## src/espd_pkg.sv

```systemverilog
// Shared types and constants for the escaped size-prefix decoder.
package espd_pkg;

    localparam int unsigned CFG_INDEX_W = 2;
    localparam int unsigned CFG_DATA_W  = 24;

    localparam logic [CFG_INDEX_W-1:0] CFG_ESCAPE_BYTE  = 2'd0;
    localparam logic [CFG_INDEX_W-1:0] CFG_SECOND_LIMIT = 2'd1;
    localparam logic [CFG_INDEX_W-1:0] CFG_THIRD_LIMIT  = 2'd2;

    localparam logic [7:0]  ESCAPE_BYTE_RST  = 8'hFF;
    localparam logic [15:0] SECOND_LIMIT_RST = 16'hFFFF;
    localparam logic [23:0] THIRD_LIMIT_RST  = 24'hFF_FFFF;

    // Phase of the prefix: first byte, then 2-, 3- and 4-byte extensions.
    typedef enum logic [1:0] {
        PH_FIRST = 2'd0,
        PH_EXT2  = 2'd1,
        PH_EXT3  = 2'd2,
        PH_EXT4  = 2'd3
    } phase_t;

    typedef struct packed {
        logic [7:0]  escape_byte;
        logic [15:0] second_limit;
        logic [23:0] third_limit;
    } cfg_t;

    typedef struct packed {
        phase_t      phase;
        logic [1:0]  bytes_in_phase;
        logic [31:0] ext_accum;
        logic [31:0] running_size;
        logic [3:0]  bytes_consumed;
    } state_t;

    typedef struct packed {
        logic        emit;
        logic [31:0] size_value;
        logic [3:0]  prefix_length;
    } result_t;

    localparam state_t STATE_CLEAR = '{
        phase:          PH_FIRST,
        bytes_in_phase: 2'd0,
        ext_accum:      32'd0,
        running_size:   32'd0,
        bytes_consumed: 4'd0
    };

endpackage

```

## src/espd_cfg_regs.sv

```systemverilog
// Configuration register file: escape byte and the two extension limits.
module espd_cfg_regs (
    input  logic                                   clk,
    input  logic                                   rst_n,
    input  logic                                   wr_en,
    input  logic [espd_pkg::CFG_INDEX_W-1:0]       wr_index,
    input  logic [espd_pkg::CFG_DATA_W-1:0]        wr_data,
    output espd_pkg::cfg_t                         cfg
);
    import espd_pkg::*;

    cfg_t cfg_reg;
    cfg_t cfg_next;

    always_comb
    begin
        cfg_next = cfg_reg;
        if (wr_en)
        begin
            case (wr_index)
                CFG_ESCAPE_BYTE:  cfg_next.escape_byte  = wr_data[7:0];
                CFG_SECOND_LIMIT: cfg_next.second_limit = wr_data[15:0];
                CFG_THIRD_LIMIT:  cfg_next.third_limit  = wr_data[23:0];
                default:          cfg_next = cfg_reg;  // unmapped index: dropped
            endcase
        end
    end

    always_ff @(posedge clk or negedge rst_n)
    begin
        if (!rst_n)
        begin
            cfg_reg.escape_byte  <= ESCAPE_BYTE_RST;
            cfg_reg.second_limit <= SECOND_LIMIT_RST;
            cfg_reg.third_limit  <= THIRD_LIMIT_RST;
        end
        else
        begin
            cfg_reg <= cfg_next;
        end
    end

    assign cfg = cfg_reg;

endmodule

```

## src/espd_step.sv

```systemverilog
// Per-byte decode step: next prefix state and optional result.
module espd_step (
    input  espd_pkg::state_t   state,
    input  espd_pkg::cfg_t     cfg,
    input  logic [7:0]         in_byte,
    output espd_pkg::state_t   state_next,
    output espd_pkg::result_t  result
);
    import espd_pkg::*;

    logic [31:0] acc_shift;
    logic [31:0] sum;
    logic [31:0] limit;
    logic [3:0]  consumed_inc;
    logic [2:0]  count;
    logic [2:0]  need;

    assign acc_shift    = {state.ext_accum[23:0], in_byte};
    assign sum          = state.running_size + acc_shift;
    assign consumed_inc = state.bytes_consumed + 4'd1;
    assign count        = {1'b0, state.bytes_in_phase} + 3'd1;
    assign need         = {1'b0, state.phase} + 3'd1;
    assign limit        = (state.phase == PH_EXT2) ? {16'd0, cfg.second_limit}
                                                   : {8'd0, cfg.third_limit};

    always_comb
    begin
        state_next = state;
        result     = '{emit: 1'b0, size_value: sum, prefix_length: consumed_inc};

        if (state.phase == PH_FIRST)
        begin
            if (in_byte == cfg.escape_byte)
            begin
                state_next                = STATE_CLEAR;
                state_next.phase          = PH_EXT2;
                state_next.running_size   = {24'd0, in_byte};
                state_next.bytes_consumed = 4'd1;
            end
            else
            begin
                result     = '{emit: 1'b1, size_value: {24'd0, in_byte},
                               prefix_length: 4'd1};
                state_next = STATE_CLEAR;
            end
        end
        else if (count < need)
        begin
            // still gathering this extension
            state_next.bytes_in_phase = count[1:0];
            state_next.ext_accum      = acc_shift;
            state_next.bytes_consumed = consumed_inc;
        end
        else if (state.phase != PH_EXT4 && acc_shift == limit)
        begin
            // extension hit its limit: a longer one follows
            state_next.phase          = phase_t'(state.phase + 2'd1);
            state_next.bytes_in_phase = 2'd0;
            state_next.ext_accum      = 32'd0;
            state_next.running_size   = sum;
            state_next.bytes_consumed = consumed_inc;
        end
        else
        begin
            result.emit = 1'b1;
            state_next  = STATE_CLEAR;
        end
    end

endmodule

```

## src/escaped_size_prefix_decoder_unit.sv

```systemverilog
// Top level of the escaped size-prefix decoder.
// The result beat follows in the cycle after the beat carrying the last prefix byte.
// Throughput: one input byte per cycle; the prefix state register feeds back
// through a single decode step, which sets that figure.
// Input stalls only while a result sits in the output register untaken.
// Reset (rst_n, async, active low) clears the prefix state and the output
// valid, and restores the escape byte and both limits to all ones.
module escaped_size_prefix_decoder_unit (
    input  logic                                 clk,
    input  logic                                 rst_n,
    // input byte channel
    input  logic                                 in_valid,
    output logic                                 in_ready,
    input  logic [7:0]                           in_byte,
    // result channel
    output logic                                 out_valid,
    input  logic                                 out_ready,
    output logic [31:0]                          size_value,
    output logic [3:0]                           prefix_length,
    // configuration write channel
    input  logic                                 cfg_valid,
    output logic                                 cfg_ready,
    input  logic [espd_pkg::CFG_INDEX_W-1:0]     cfg_index,
    input  logic [espd_pkg::CFG_DATA_W-1:0]      cfg_data
);
    import espd_pkg::*;

    cfg_t        cfg;
    state_t      state_reg;
    state_t      state_next;
    result_t     step_result;
    logic        in_fire;
    logic        out_valid_reg;
    logic        out_valid_next;
    logic [31:0] size_reg;
    logic [3:0]  length_reg;

    // Config writes are always taken; the user makes a write only while idle, as the block does not enforce it.
    assign cfg_ready = 1'b1;

    espd_cfg_regs u_cfg_regs (
        .clk      (clk),
        .rst_n    (rst_n),
        .wr_en    (cfg_valid),
        .wr_index (cfg_index),
        .wr_data  (cfg_data),
        .cfg      (cfg)
    );

    // Decode step works straight off the prefix state and the incoming byte.
    espd_step u_step (
        .state      (state_reg),
        .cfg        (cfg),
        .in_byte    (in_byte),
        .state_next (state_next),
        .result     (step_result)
    );

    // Accept whenever the output stage is empty or is draining this cycle.
    assign in_ready = !out_valid_reg || out_ready;
    assign in_fire  = in_valid && in_ready;

    always_comb
    begin
        out_valid_next = out_valid_reg;
        if (out_valid_reg && out_ready)
        begin
            out_valid_next = 1'b0;
        end
        if (in_fire && step_result.emit)
        begin
            out_valid_next = 1'b1;
        end
    end

    // Control state
    always_ff @(posedge clk or negedge rst_n)
    begin
        if (!rst_n)
        begin
            state_reg     <= STATE_CLEAR;
            out_valid_reg <= 1'b0;
        end
        else
        begin
            if (in_fire)
            begin
                state_reg <= state_next;
            end
            out_valid_reg <= out_valid_next;
        end
    end

    // Result payload; loaded only when a prefix completes
    always_ff @(posedge clk)
    begin
        if (in_fire && step_result.emit)
        begin
            size_reg   <= step_result.size_value;
            length_reg <= step_result.prefix_length;
        end
    end

    assign out_valid     = out_valid_reg;
    assign size_value    = size_reg;
    assign prefix_length = length_reg;

    // A delivered prefix is always 1, 3, 6 or 10 bytes long.
    assert property (@(posedge clk) disable iff (!rst_n)
        out_valid_reg |-> (length_reg == 4'd1 || length_reg == 4'd3 ||
                           length_reg == 4'd6 || length_reg == 4'd10))
        else $error("bad prefix length");

    // A one-byte prefix carries that byte alone as its size.
    assert property (@(posedge clk) disable iff (!rst_n)
        (out_valid_reg && length_reg == 4'd1) |-> (size_reg[31:8] == 24'd0))
        else $error("one-byte prefix with wide size");

    // Waiting for a first byte means nothing of a prefix is held.
    assert property (@(posedge clk) disable iff (!rst_n)
        (state_reg.phase == PH_FIRST) |->
            (state_reg.bytes_consumed == 4'd0 && state_reg.ext_accum == 32'd0 &&
             state_reg.bytes_in_phase == 2'd0))
        else $error("stale prefix state in first phase");

    // Bytes gathered in an extension never reach its full width.
    assert property (@(posedge clk) disable iff (!rst_n)
        (state_reg.phase != PH_FIRST) |->
            (state_reg.bytes_in_phase <= state_reg.phase))
        else $error("extension byte count overrun");

    // Backpressure only comes from a held result.
    assert property (@(posedge clk) disable iff (!rst_n)
        !in_ready |-> out_valid_reg)
        else $error("input stalled with empty output stage");

endmodule

```

## config.mk

```make
export PLATFORM = sky130hd
export DESIGN_NAME = escaped_size_prefix_decoder_unit
export DESIGN_NICKNAME = d
export VERILOG_FILES = /design/src/espd_pkg.sv /design/src/espd_cfg_regs.sv /design/src/espd_step.sv /design/src/escaped_size_prefix_decoder_unit.sv
export SDC_FILE = /design/constraint.sdc
export NUM_CORES = 1
export LEC_CHECK = 0
export BUFFER_PORTS_ARGS = -buffer_cell sky130_fd_sc_hd__buf_2
export CORE_UTILIZATION = 45
export CTS_BUF_LIST = sky130_fd_sc_hd__clkbuf_4 sky130_fd_sc_hd__clkbuf_8 sky130_fd_sc_hd__clkbuf_16
export CTS_CLUSTER_SIZE = 20
export DETAILED_ROUTE_END_ITERATION = 12
export PLACE_DENSITY = 0.6
export SYNTH_ARGS = -nofsm -noshare
export SYNTH_HDL_FRONTEND = slang
export SYNTH_SLANG_ARGS = --single-unit
```

## constraint.sdc

```tcl
create_clock -name clk -period 9.7 [get_ports clk]
set_input_delay 0.97 -clock clk [delete_from_list [all_inputs] [get_ports clk]]
set_output_delay 0.97 -clock clk [all_outputs]
set_load 0.03 [all_outputs]
```

# Word level (Yosys, flattened, before mapping)
# Cells that the tools add are included.
dict set report totals {
  out_inout_bits 39
  word_cells 52
  input_bits 39
  ff_bits 149
}
dict set report op_classes {
  magnitude_cmp 1
  n_reduce_logical 13
  muxes 15
  n_eq_ne 7
  add_sub_neg 5
}
# op n
set op_table {}
lappend op_table {{2-to-1 mux 72 bit} 2}
lappend op_table {{2-to-1 mux 71 bit} 1}
lappend op_table {{2-to-1 mux 37 bit} 1}
lappend op_table {{2-to-1 mux 36 bit} 1}
lappend op_table {{2-to-1 mux 34 bit} 1}
lappend op_table {{adder 32 bit} 1}
lappend op_table {{== test 32 x 24 -> 1 bit} 1}
lappend op_table {{2-to-1 mux 32 bit} 1}
lappend op_table {{2-to-1 mux 24 bit} 1}
lappend op_table {{== test 8 bit} 1}
lappend op_table {{AND reduction 2 bit} 4}
lappend op_table {{adder 2 x 1 -> 3 bit, second input constant} 2}
lappend op_table {{2-to-1 mux 1 bit} 5}
lappend op_table {{adder 4 x 1 -> 4 bit, second input constant} 1}
lappend op_table {{== test 2 x 1 -> 1 bit, second input constant} 2}
lappend op_table {{logical AND 1 bit} 4}
lappend op_table {{logical NOT 2 bit} 2}
lappend op_table {{2-to-1 mux 4 bit} 1}
lappend op_table {{< comparator 3 bit} 1}
lappend op_table {{adder 2 x 1 -> 2 bit, second input constant} 1}
lappend op_table {{== test 2 bit, second input constant} 1}
lappend op_table {{2-to-1 mux 2 bit} 1}
lappend op_table {{!= test 2 x 1 -> 1 bit, second input constant} 1}
lappend op_table {{!= test 2 bit, second input constant} 1}
lappend op_table {{other kinds (3)} 3}

# Longest topological paths before layout
# Gate-level depths: netlist of run 1.
dict set report logic_depth {
  depth_word 9
  ltp_mapped 13
  ltp_nobuf 10
}

# By module
# A second synthesis of run 1 with hierarchy kept.
dict set report hier_totals {
  hier_cells 764
  area_unflattened_um2 9288.9
}
# module instances cells_each area_each_um2 seq_area_each_um2
set modules_own_cells {}
lappend modules_own_cells {escaped_size_prefix_decoder_unit 1 195 4110.2 2907.8}
lappend modules_own_cells {espd_step 1 467 3295.7 0.0}
lappend modules_own_cells {espd_cfg_regs 1 102 1883.1 1261.2}

# Worst setup path before layout of run 1
# No wires, ideal clock.
dict set report synth_path {
  path_type {input to register}
  start {in out_ready}
  end {reg length_reg[0] (netlist: prefix_length[0]), enable pin}
  slack_ps 5721
  cell_stages 6
  arrival_time_ps 3550
  t_required_ps 9271
  path_buffers 2
  setup_time_ps 429
  cell_sequence {nand2b_1 > and2_1 > nand2_1 > clkbuf_1 > clkbuf_1 > nor2_1}
}
dict set report synth_via {
  elab_chain_len 3
}
# element line
set synth_lines {}
lappend synth_lines {{start: declaration} escaped_size_prefix_decoder_unit.sv:17} ;# input logic out_ready,
lappend synth_lines {{logical OR 1 bit} escaped_size_prefix_decoder_unit.sv:60} ;# assign in_ready = !out_valid_reg || out_ready;
lappend synth_lines {{logical AND 1 bit} escaped_size_prefix_decoder_unit.sv:61} ;# assign in_fire = in_valid && in_ready;
lappend synth_lines {{logical AND 1 bit} escaped_size_prefix_decoder_unit.sv:97} ;# if (in_fire && step_result.emit)
lappend synth_lines {{end signal: assignment} escaped_size_prefix_decoder_unit.sv:100} ;# length_reg <= step_result.prefix_length;
lappend synth_lines {{end: declaration} escaped_size_prefix_decoder_unit.sv:36} ;# logic [3:0] length_reg;
# Every way passes these cells.
# A chain may end at the register's enable or synchronous reset.

# Worst setup path after layout of run 1
dict set report layout_path {
  start {reg state_reg[71] in the netlist's numbering}
  end {reg size_reg[23] (netlist: size_value[23]), enable pin}
}
dict set report layout_via {
  elab_chain_len 8
  elab_cells_between_ends 12
  cone_classes {add/sub: 1; order compare: 1; eq/ne: 3; mux: 4; reduce/logical: 3}
}
# element line
set layout_lines {}
lappend layout_lines {{start: declaration} escaped_size_prefix_decoder_unit.sv:29} ;# state_t state_reg;
lappend layout_lines {{start signal: assignment} escaped_size_prefix_decoder_unit.sv:88} ;# state_reg <= state_next;
lappend layout_lines {{== test 2 x 1 -> 1 bit} espd_step.sv:23} ;# assign limit = (state.phase == PH_EXT2) ? {16'd0, cfg.second_limit}
lappend layout_lines {{2-to-1 mux 24 bit} espd_step.sv:23}
lappend layout_lines {{== test 32 x 24 -> 1 bit} espd_step.sv:54} ;# else if (state.phase != PH_EXT4 && acc_shift == limit)
lappend layout_lines {{logical AND 1 bit} espd_step.sv:54}
lappend layout_lines {{2-to-1 mux 1 bit} espd_step.sv:54}
lappend layout_lines {{2-to-1 mux 1 bit} espd_step.sv:47} ;# else if (count < need)
lappend layout_lines {{2-to-1 mux 1 bit *} espd_step.sv:31} ;# if (state.phase == PH_FIRST)
lappend layout_lines {{logical AND 1 bit *} escaped_size_prefix_decoder_unit.sv:97}
lappend layout_lines {{end signal: assignment} escaped_size_prefix_decoder_unit.sv:99} ;# size_reg <= step_result.size_value;
lappend layout_lines {{end: declaration} escaped_size_prefix_decoder_unit.sv:35} ;# logic [31:0] size_reg;
# Mark *: on every way between the ends. The rest lies on a longest branch, timed or not.

==> results of run 1 <==
[worst paths after layout]
path / start / end / slack [ps]
worst max-delay path: state_reg[71] / size_value[23] / 5450
worst min-delay path: state_reg[25] / state_reg[25] / 500
worst max register to register: state_reg[71] / size_value[23] / 5450
worst min register to register: state_reg[25] / state_reg[25] / 500
max in group asynchronous: rst_n / state_reg[68] / 7880
min in group asynchronous: rst_n / state_reg[27] / 520
[metrics by stage]
stage | worst slack (ps) | utilization (%)
floorplan | 5721 | -
global placement | 5696 | 49.06
detailed placement | 5453 | 49.06
CTS | 5423 | 52.34
global route | 5166 | 52.34
finish | 5449 | 52.34
[layer usage]
layer	vias to the layer above	wire length, µm	global-route usage (%)
met5	-	0	0
li1	2948	-	-
met1	3031	9027	29.16
met3	36	991	4.636
met2	172	9952	39.00
met4	0	393	8.608
[tightest hold or removal path, cell delays in order (launching register included)]
cell and delay, ps:
dfrtp_1 350, nand2_1 50, o21ai_1 60
[cell usage in the layout (no fill, tap or decap), types with 4 or more instances in the layout]
cell type and n:
a21boi_0 4, a21o_1 20, a21oi_1 34, a221oi_1 6, a22oi_1 5, a31oi_1 5, and2_1 4, buf_2 75
buf_4 7, clkbuf_16 18, dfrtp_1 65, dfstp_2 48, edfxtp_1 36, ha_1 38, inv_1 19, inv_6 4
mux2_2 55, mux2i_1 15, nand2_1 105, nand2b_1 6, nand3_1 9, nand4_1 6, nor2_1 57, nor2b_1 7
nor3_1 9, nor4_1 8, o211ai_1 4, o21ai_0 33, o21ai_1 21, o22ai_1 9, o31ai_1 9, o31ai_2 8
xnor2_1 29, xor2_1 25
[final cells by class]
cell class | instances | area share (%)
Multi-Input combinational cell | 578 | 43.09
Timing Repair Buffer | 82 | 4.551
Clock buffer | 18 | 4.791
Tap cell | 229 | 3.048
Clock inverter | 14 | 1.464
Sequential cell | 149 | 42.21
Inverter | 21 | 0.8384
[Yosys cell counts, drive strengths merged (5+ instances only)]
master	n	share of area [%]
o21ai	54	3.3
a21oi	35	2.1
mux2	55	7.5
nor2	58	2.6
edfxtp	36	13
a221oi	7	0.82
buf	9	0.82
nand4	7	0.61
and2	5	0.38
dfrtp	65	20
nand2b	6	0.46
xnor2	29	3.1
dfstp	48	15
a22oi	5	0.46
clkbuf	23	1.0
nor3	9	0.55
mux2i	15	1.8
nor4	11	1.3
xor2	25	2.7
nand2	105	4.8
o22ai	9	0.68
ha	38	5.8
inv	20	0.91
a31oi	5	0.38
a21o	20	1.8
nor2b	7	0.53
nand3	10	0.67
o31ai	17	2.0
[cells by family (layout without fill, tap and decap cells)]
family                   count (synthesis)  in the layout  share of synthesized area [%]
buffers and inverters                   53            135                          2.824
flip-flops                             149            149                          48.16
AND/OR/NAND/NOR                        227            227                          12.71
XOR/XNOR                                54             54                          5.739
adder cells (fa/ha/maj)                 39             39                          6.012
other                                    1              1                        0.04550
AO/OA/AOI/OAI                          187            187                          15.18
multiplexers                            70             70                          9.336
[where the power goes]
group	total, W	leakage [nW]	switching [W]	internal, W
Clock	0.000661	0.293	0.000285	0.000376
Combinational	0.000189	1.91	0.000109	0.0000804
Sequential	0.000751	1.75	0.0000309	0.000720
Total	0.00160	3.95	0.000425	0.00118
==> flow_summary.toml, run 1 <==
[run_status]
status = "finished clean"

[drt]
via_per_inst = 5.671
wl_mm = 20.36
ant_nets = 0
dr.pass1.iters = 4
drc = 0
drt_iter0_markers = 427
wire_per_inst_um = 18.67
num_vias = 6187

[global_routing]
grt-ovfl-total = 0
grt_max_degree = 77
grt_pass1_vias = 6241
track_usage_pct = 23.11
grt_pass1_wl_mm = 32.68
antenna_found_initial = 0

[timing]
finalMaxSlewViolations = 0
tns_ps = 0
min_period_over_period_pct = 43.82
fmax_ghz = 0.2352
setup_viol = 0
rsz0062_at_grt = "no"
worstMarginPinSlew_ps = 1190
whs_ps = 496.7
finalHoldViolations = 0
clock-skew-final_ps = 11.43
fin_crit_ps = 4251
slew_headroom_pct = 20.47

[floorplanning]
die_x_um = 137.3
num_rows = 49
fp.coreArea_um2 = 17960
num_io_pins = 78
die_h_um = 137.3
die-area_um2 = 18860
initial_core_util_pct = 45.88

[synthesis]
synth_cells = 780
seq_area_frac_synth_pct = 48.16
yosysWarnings = 0
synth-edff-count = 36
synth_nets = 858
ys_ff_latch = 149
ys_async_sr_fraction_pct = 75.84
netlist_area_um2 = 8242
ys_dominant_reg_cell = "dfrtp_1"
avgSynthCellArea_um2 = 10.57
synth_cell_types = 69

[clock_tree]
clk_pin_slew_worst_paths_ps = 60
htreeDepth = 4
cts.sinks = 149
clockBufferDepth = 2
cts_tree = "done"
root_buffer = "clkbuf_16"
clock_latency_ps = 440
postCtsSetupRepairBufs = 0
cts_hold_buf = 0
ctsResizeCount = 0
cts_buffers = 17

[placement]
port_buffers = 76
place_congestion = 0.9376
placed_cell_area_um2 = 8813
dp_cells = 1059
dp_hpwl_mm = 14.86

[setup_path]
slowest_delay_ps = 940
critPathLaunchType = "register"
cp.depth = 9
crit_chain = "inv_1 > ha_1 > mux2i_1 > xnor2_1 > nor4_1 > and3_1 > nand4_2 > o21ai_0 > nor2_4"
critPathMaxFanout = 36
path_class = "reg2reg"
cp.required_ps = 9750
endpoint_kind = "register"
r2r_cells = 9
path_delay_family = "simple AND/OR/NAND/NOR gates"
cp_num_buf_inv = 1
crit_arrival_ps = 4300
cp_slowest_cell = "ha_1"

[finish]
layout.cells.non_filler = 1091
nNetsFinal = 927
n_antenna_cell = 0
syn2layout_area_growth_pct = 14.07
ff_latch_area_um2 = 3969
finalInstanceArea_um2 = 9402
drive_gt1_share_pct = 27.49
multi_input_comb_area_um2 = 4051
fillers = 1622
largest_reg_flops = 64

[run]
drv_cap = 0

[min_path]
min_path_cells = 2
hp-class = "reg2reg"

[power_and_ir_drop]
ir_drop_v = 0.0001276
power_density_nw_per_um2 = 170.4
leakage_nw = 3.951
fin_total_pwr_w = 0.001602
No activity file was read; power rests on OpenSTA's default activity.
==> run 2, diff against run 1 <==
- clock period: 9.7 -> 4.1 ns (I/O delays scaled with it)
==> run 2 against run 1 <==
Combinational power is 140% higher. Hold slack worse by 330 ps. Clock-buffer cell count is 6 higher. Final cell count is 0.46% higher. Total power is 140% higher. Highest routed layer unchanged.
==> flow_summary.toml, run 2 (synthesized netlist as in run 1, its figures left out) <==
[clock_tree]
clk_pin_slew_worst_paths_ps = 60
cts_buffers = 17
htreeDepth = 4
cts_tree = "done"
ctsResizeCount = 0
root_buffer = "clkbuf_16"
clock_latency_ps = 430
postCtsSetupRepairBufs = 0
clockBufferDepth = 2
cts_hold_buf = 0
cts.sinks = 149

[floorplanning]
num_io_pins = 78
die_h_um = 137.3
die_x_um = 137.3
num_rows = 49
die-area_um2 = 18860
fp.coreArea_um2 = 17960
initial_core_util_pct = 45.88

[setup_path]
critPathLaunchType = "register"
cp.required_ps = 4260
slowest_delay_ps = 420
critPathMaxFanout = 4
crit_arrival_ps = 3300
endpoint_kind = "register"
cp_slowest_cell = "fa_1"
path_delay_family = "compound AO/OA/AOI/OAI gates"
path_class = "reg2reg"
crit_chain = "ha_1 > fa_1 > a21o_1 > a221oi_2 > o31ai_2 > a211oi_2 > o31ai_1 > a221o_1 > xnor2_1 > nor2_1"
cp_num_buf_inv = 0

[drt]
ant_nets = 0
wire_per_inst_um = 18.38
drc = 0
dr.pass1.iters = 5
via_per_inst = 5.676
num_vias = 6221
drt_iter0_markers = 333
wl_mm = 20.15

[timing]
rsz0062_at_grt = "no"
finalMaxSlewViolations = 0
setup_viol = 0
tns_ps = 0
worstMarginPinSlew_ps = 1281
slew_headroom_pct = 14.45
fmax_ghz = 0.3183
clock-skew-final_ps = 12.56
fin_crit_ps = 3142
finalHoldViolations = 0
min_period_over_period_pct = 76.62

[global_routing]
track_usage_pct = 23.14
grt-ovfl-total = 0
grt_max_degree = 81
grt_pass1_vias = 6162
grt_pass1_wl_mm = 32.54
antenna_found_initial = 0

[finish]
nNetsFinal = 932
n_antenna_cell = 0
syn2layout_area_growth_pct = 14.79
final_cell_mix = "nand2_1, buf_2, dfrtp_1, nor2_1, mux2_2"
finalInstanceArea_um2 = 9460
largest_reg_flops = 64
drive_gt1_share_pct = 27.91
layout_commonest_cell = "nand2_1"

[placement]
place_congestion = 0.9208
placed_cell_area_um2 = 8864
port_buffers = 76
dp_hpwl_mm = 14.85

[power_and_ir_drop]
fin_total_pwr_w = 0.003797
leakage_nw = 3.988
power_density_nw_per_um2 = 401.4
ir_drop_v = 0.0002806

[min_path]
hp-class = "in2async"

[run]
drv_cap = 0

[run_status]
status = "finished clean"
[run 2: through the flow]
step | setup slack [ps] | hold slack [ps] | util [%] | instances
2_1_floorplan | 365.0 | 114.4 | - | 780
3_5_place_dp | 840.0 | 484.4 | 49.34 | 1064
4_1_cts | 954.0 | 205.5 | 52.66 | 1096
6_report | 958.4 | 166.8 | 52.66 | 1096
3_3_place_gp | 885.7 | 473.5 | 49.34 | 1064
5_1_grt | 698.9 | 205.1 | 52.66 | 1096
[run 2: worst register-to-register path, cell delays in order (launching register included)]
cell	delay, ps
dfrtp_1	380
ha_1	220
fa_1	420
a21o_1	230
a221oi_2	390
o31ai_2	190
a211oi_2	280
o31ai_1	150
a221o_1	350
xnor2_1	180
nor2_1	60
[run 2: layout make-up]
class,instances,area (µm²)
fillers,1600,8503
multi-input cells,578,4051
flip-flops and latches,149,3969
clock buffers,24,513.0
repair buffers,87,478.0
well taps,229,286.5
clock inverters,8,83.83
inverters,21,78.83
[run 2: metal layers]
layer | GRT usage (%) | share of wire (%)
met1 | 30.05 | 45
met2 | 37.26 | 48
met3 | 5.372 | 5.6
met4 | 9.219 | 2.0
met5 | 0 | 0
[run 2: power by group]
part | total [W] | switching, W | internal, W
sequential | 0.00177 | 0.0000702 | 0.00170
combinational | 0.000455 | 0.000262 | 0.000194
clock | 0.00157 | 0.000619 | 0.000948
total | 0.00380 | 0.000951 | 0.00285
[run 2: worst paths after layout]
path	from	to	slack [ps]	cells after the start
setup reg to reg	state_reg[4]	size_value[30]	960	10
max in group asynchronous	rst_n	u_cfg_regs.cfg[15]	2890	2
hold / removal	rst_n	state_reg[28]	170	1
setup / recovery	state_reg[4]	size_value[30]	960	10
min in group clk	cfg_data[16]	u_cfg_regs.cfg[16]	220	2
hold reg to reg	state_reg[14]	state_reg[14]	490	2
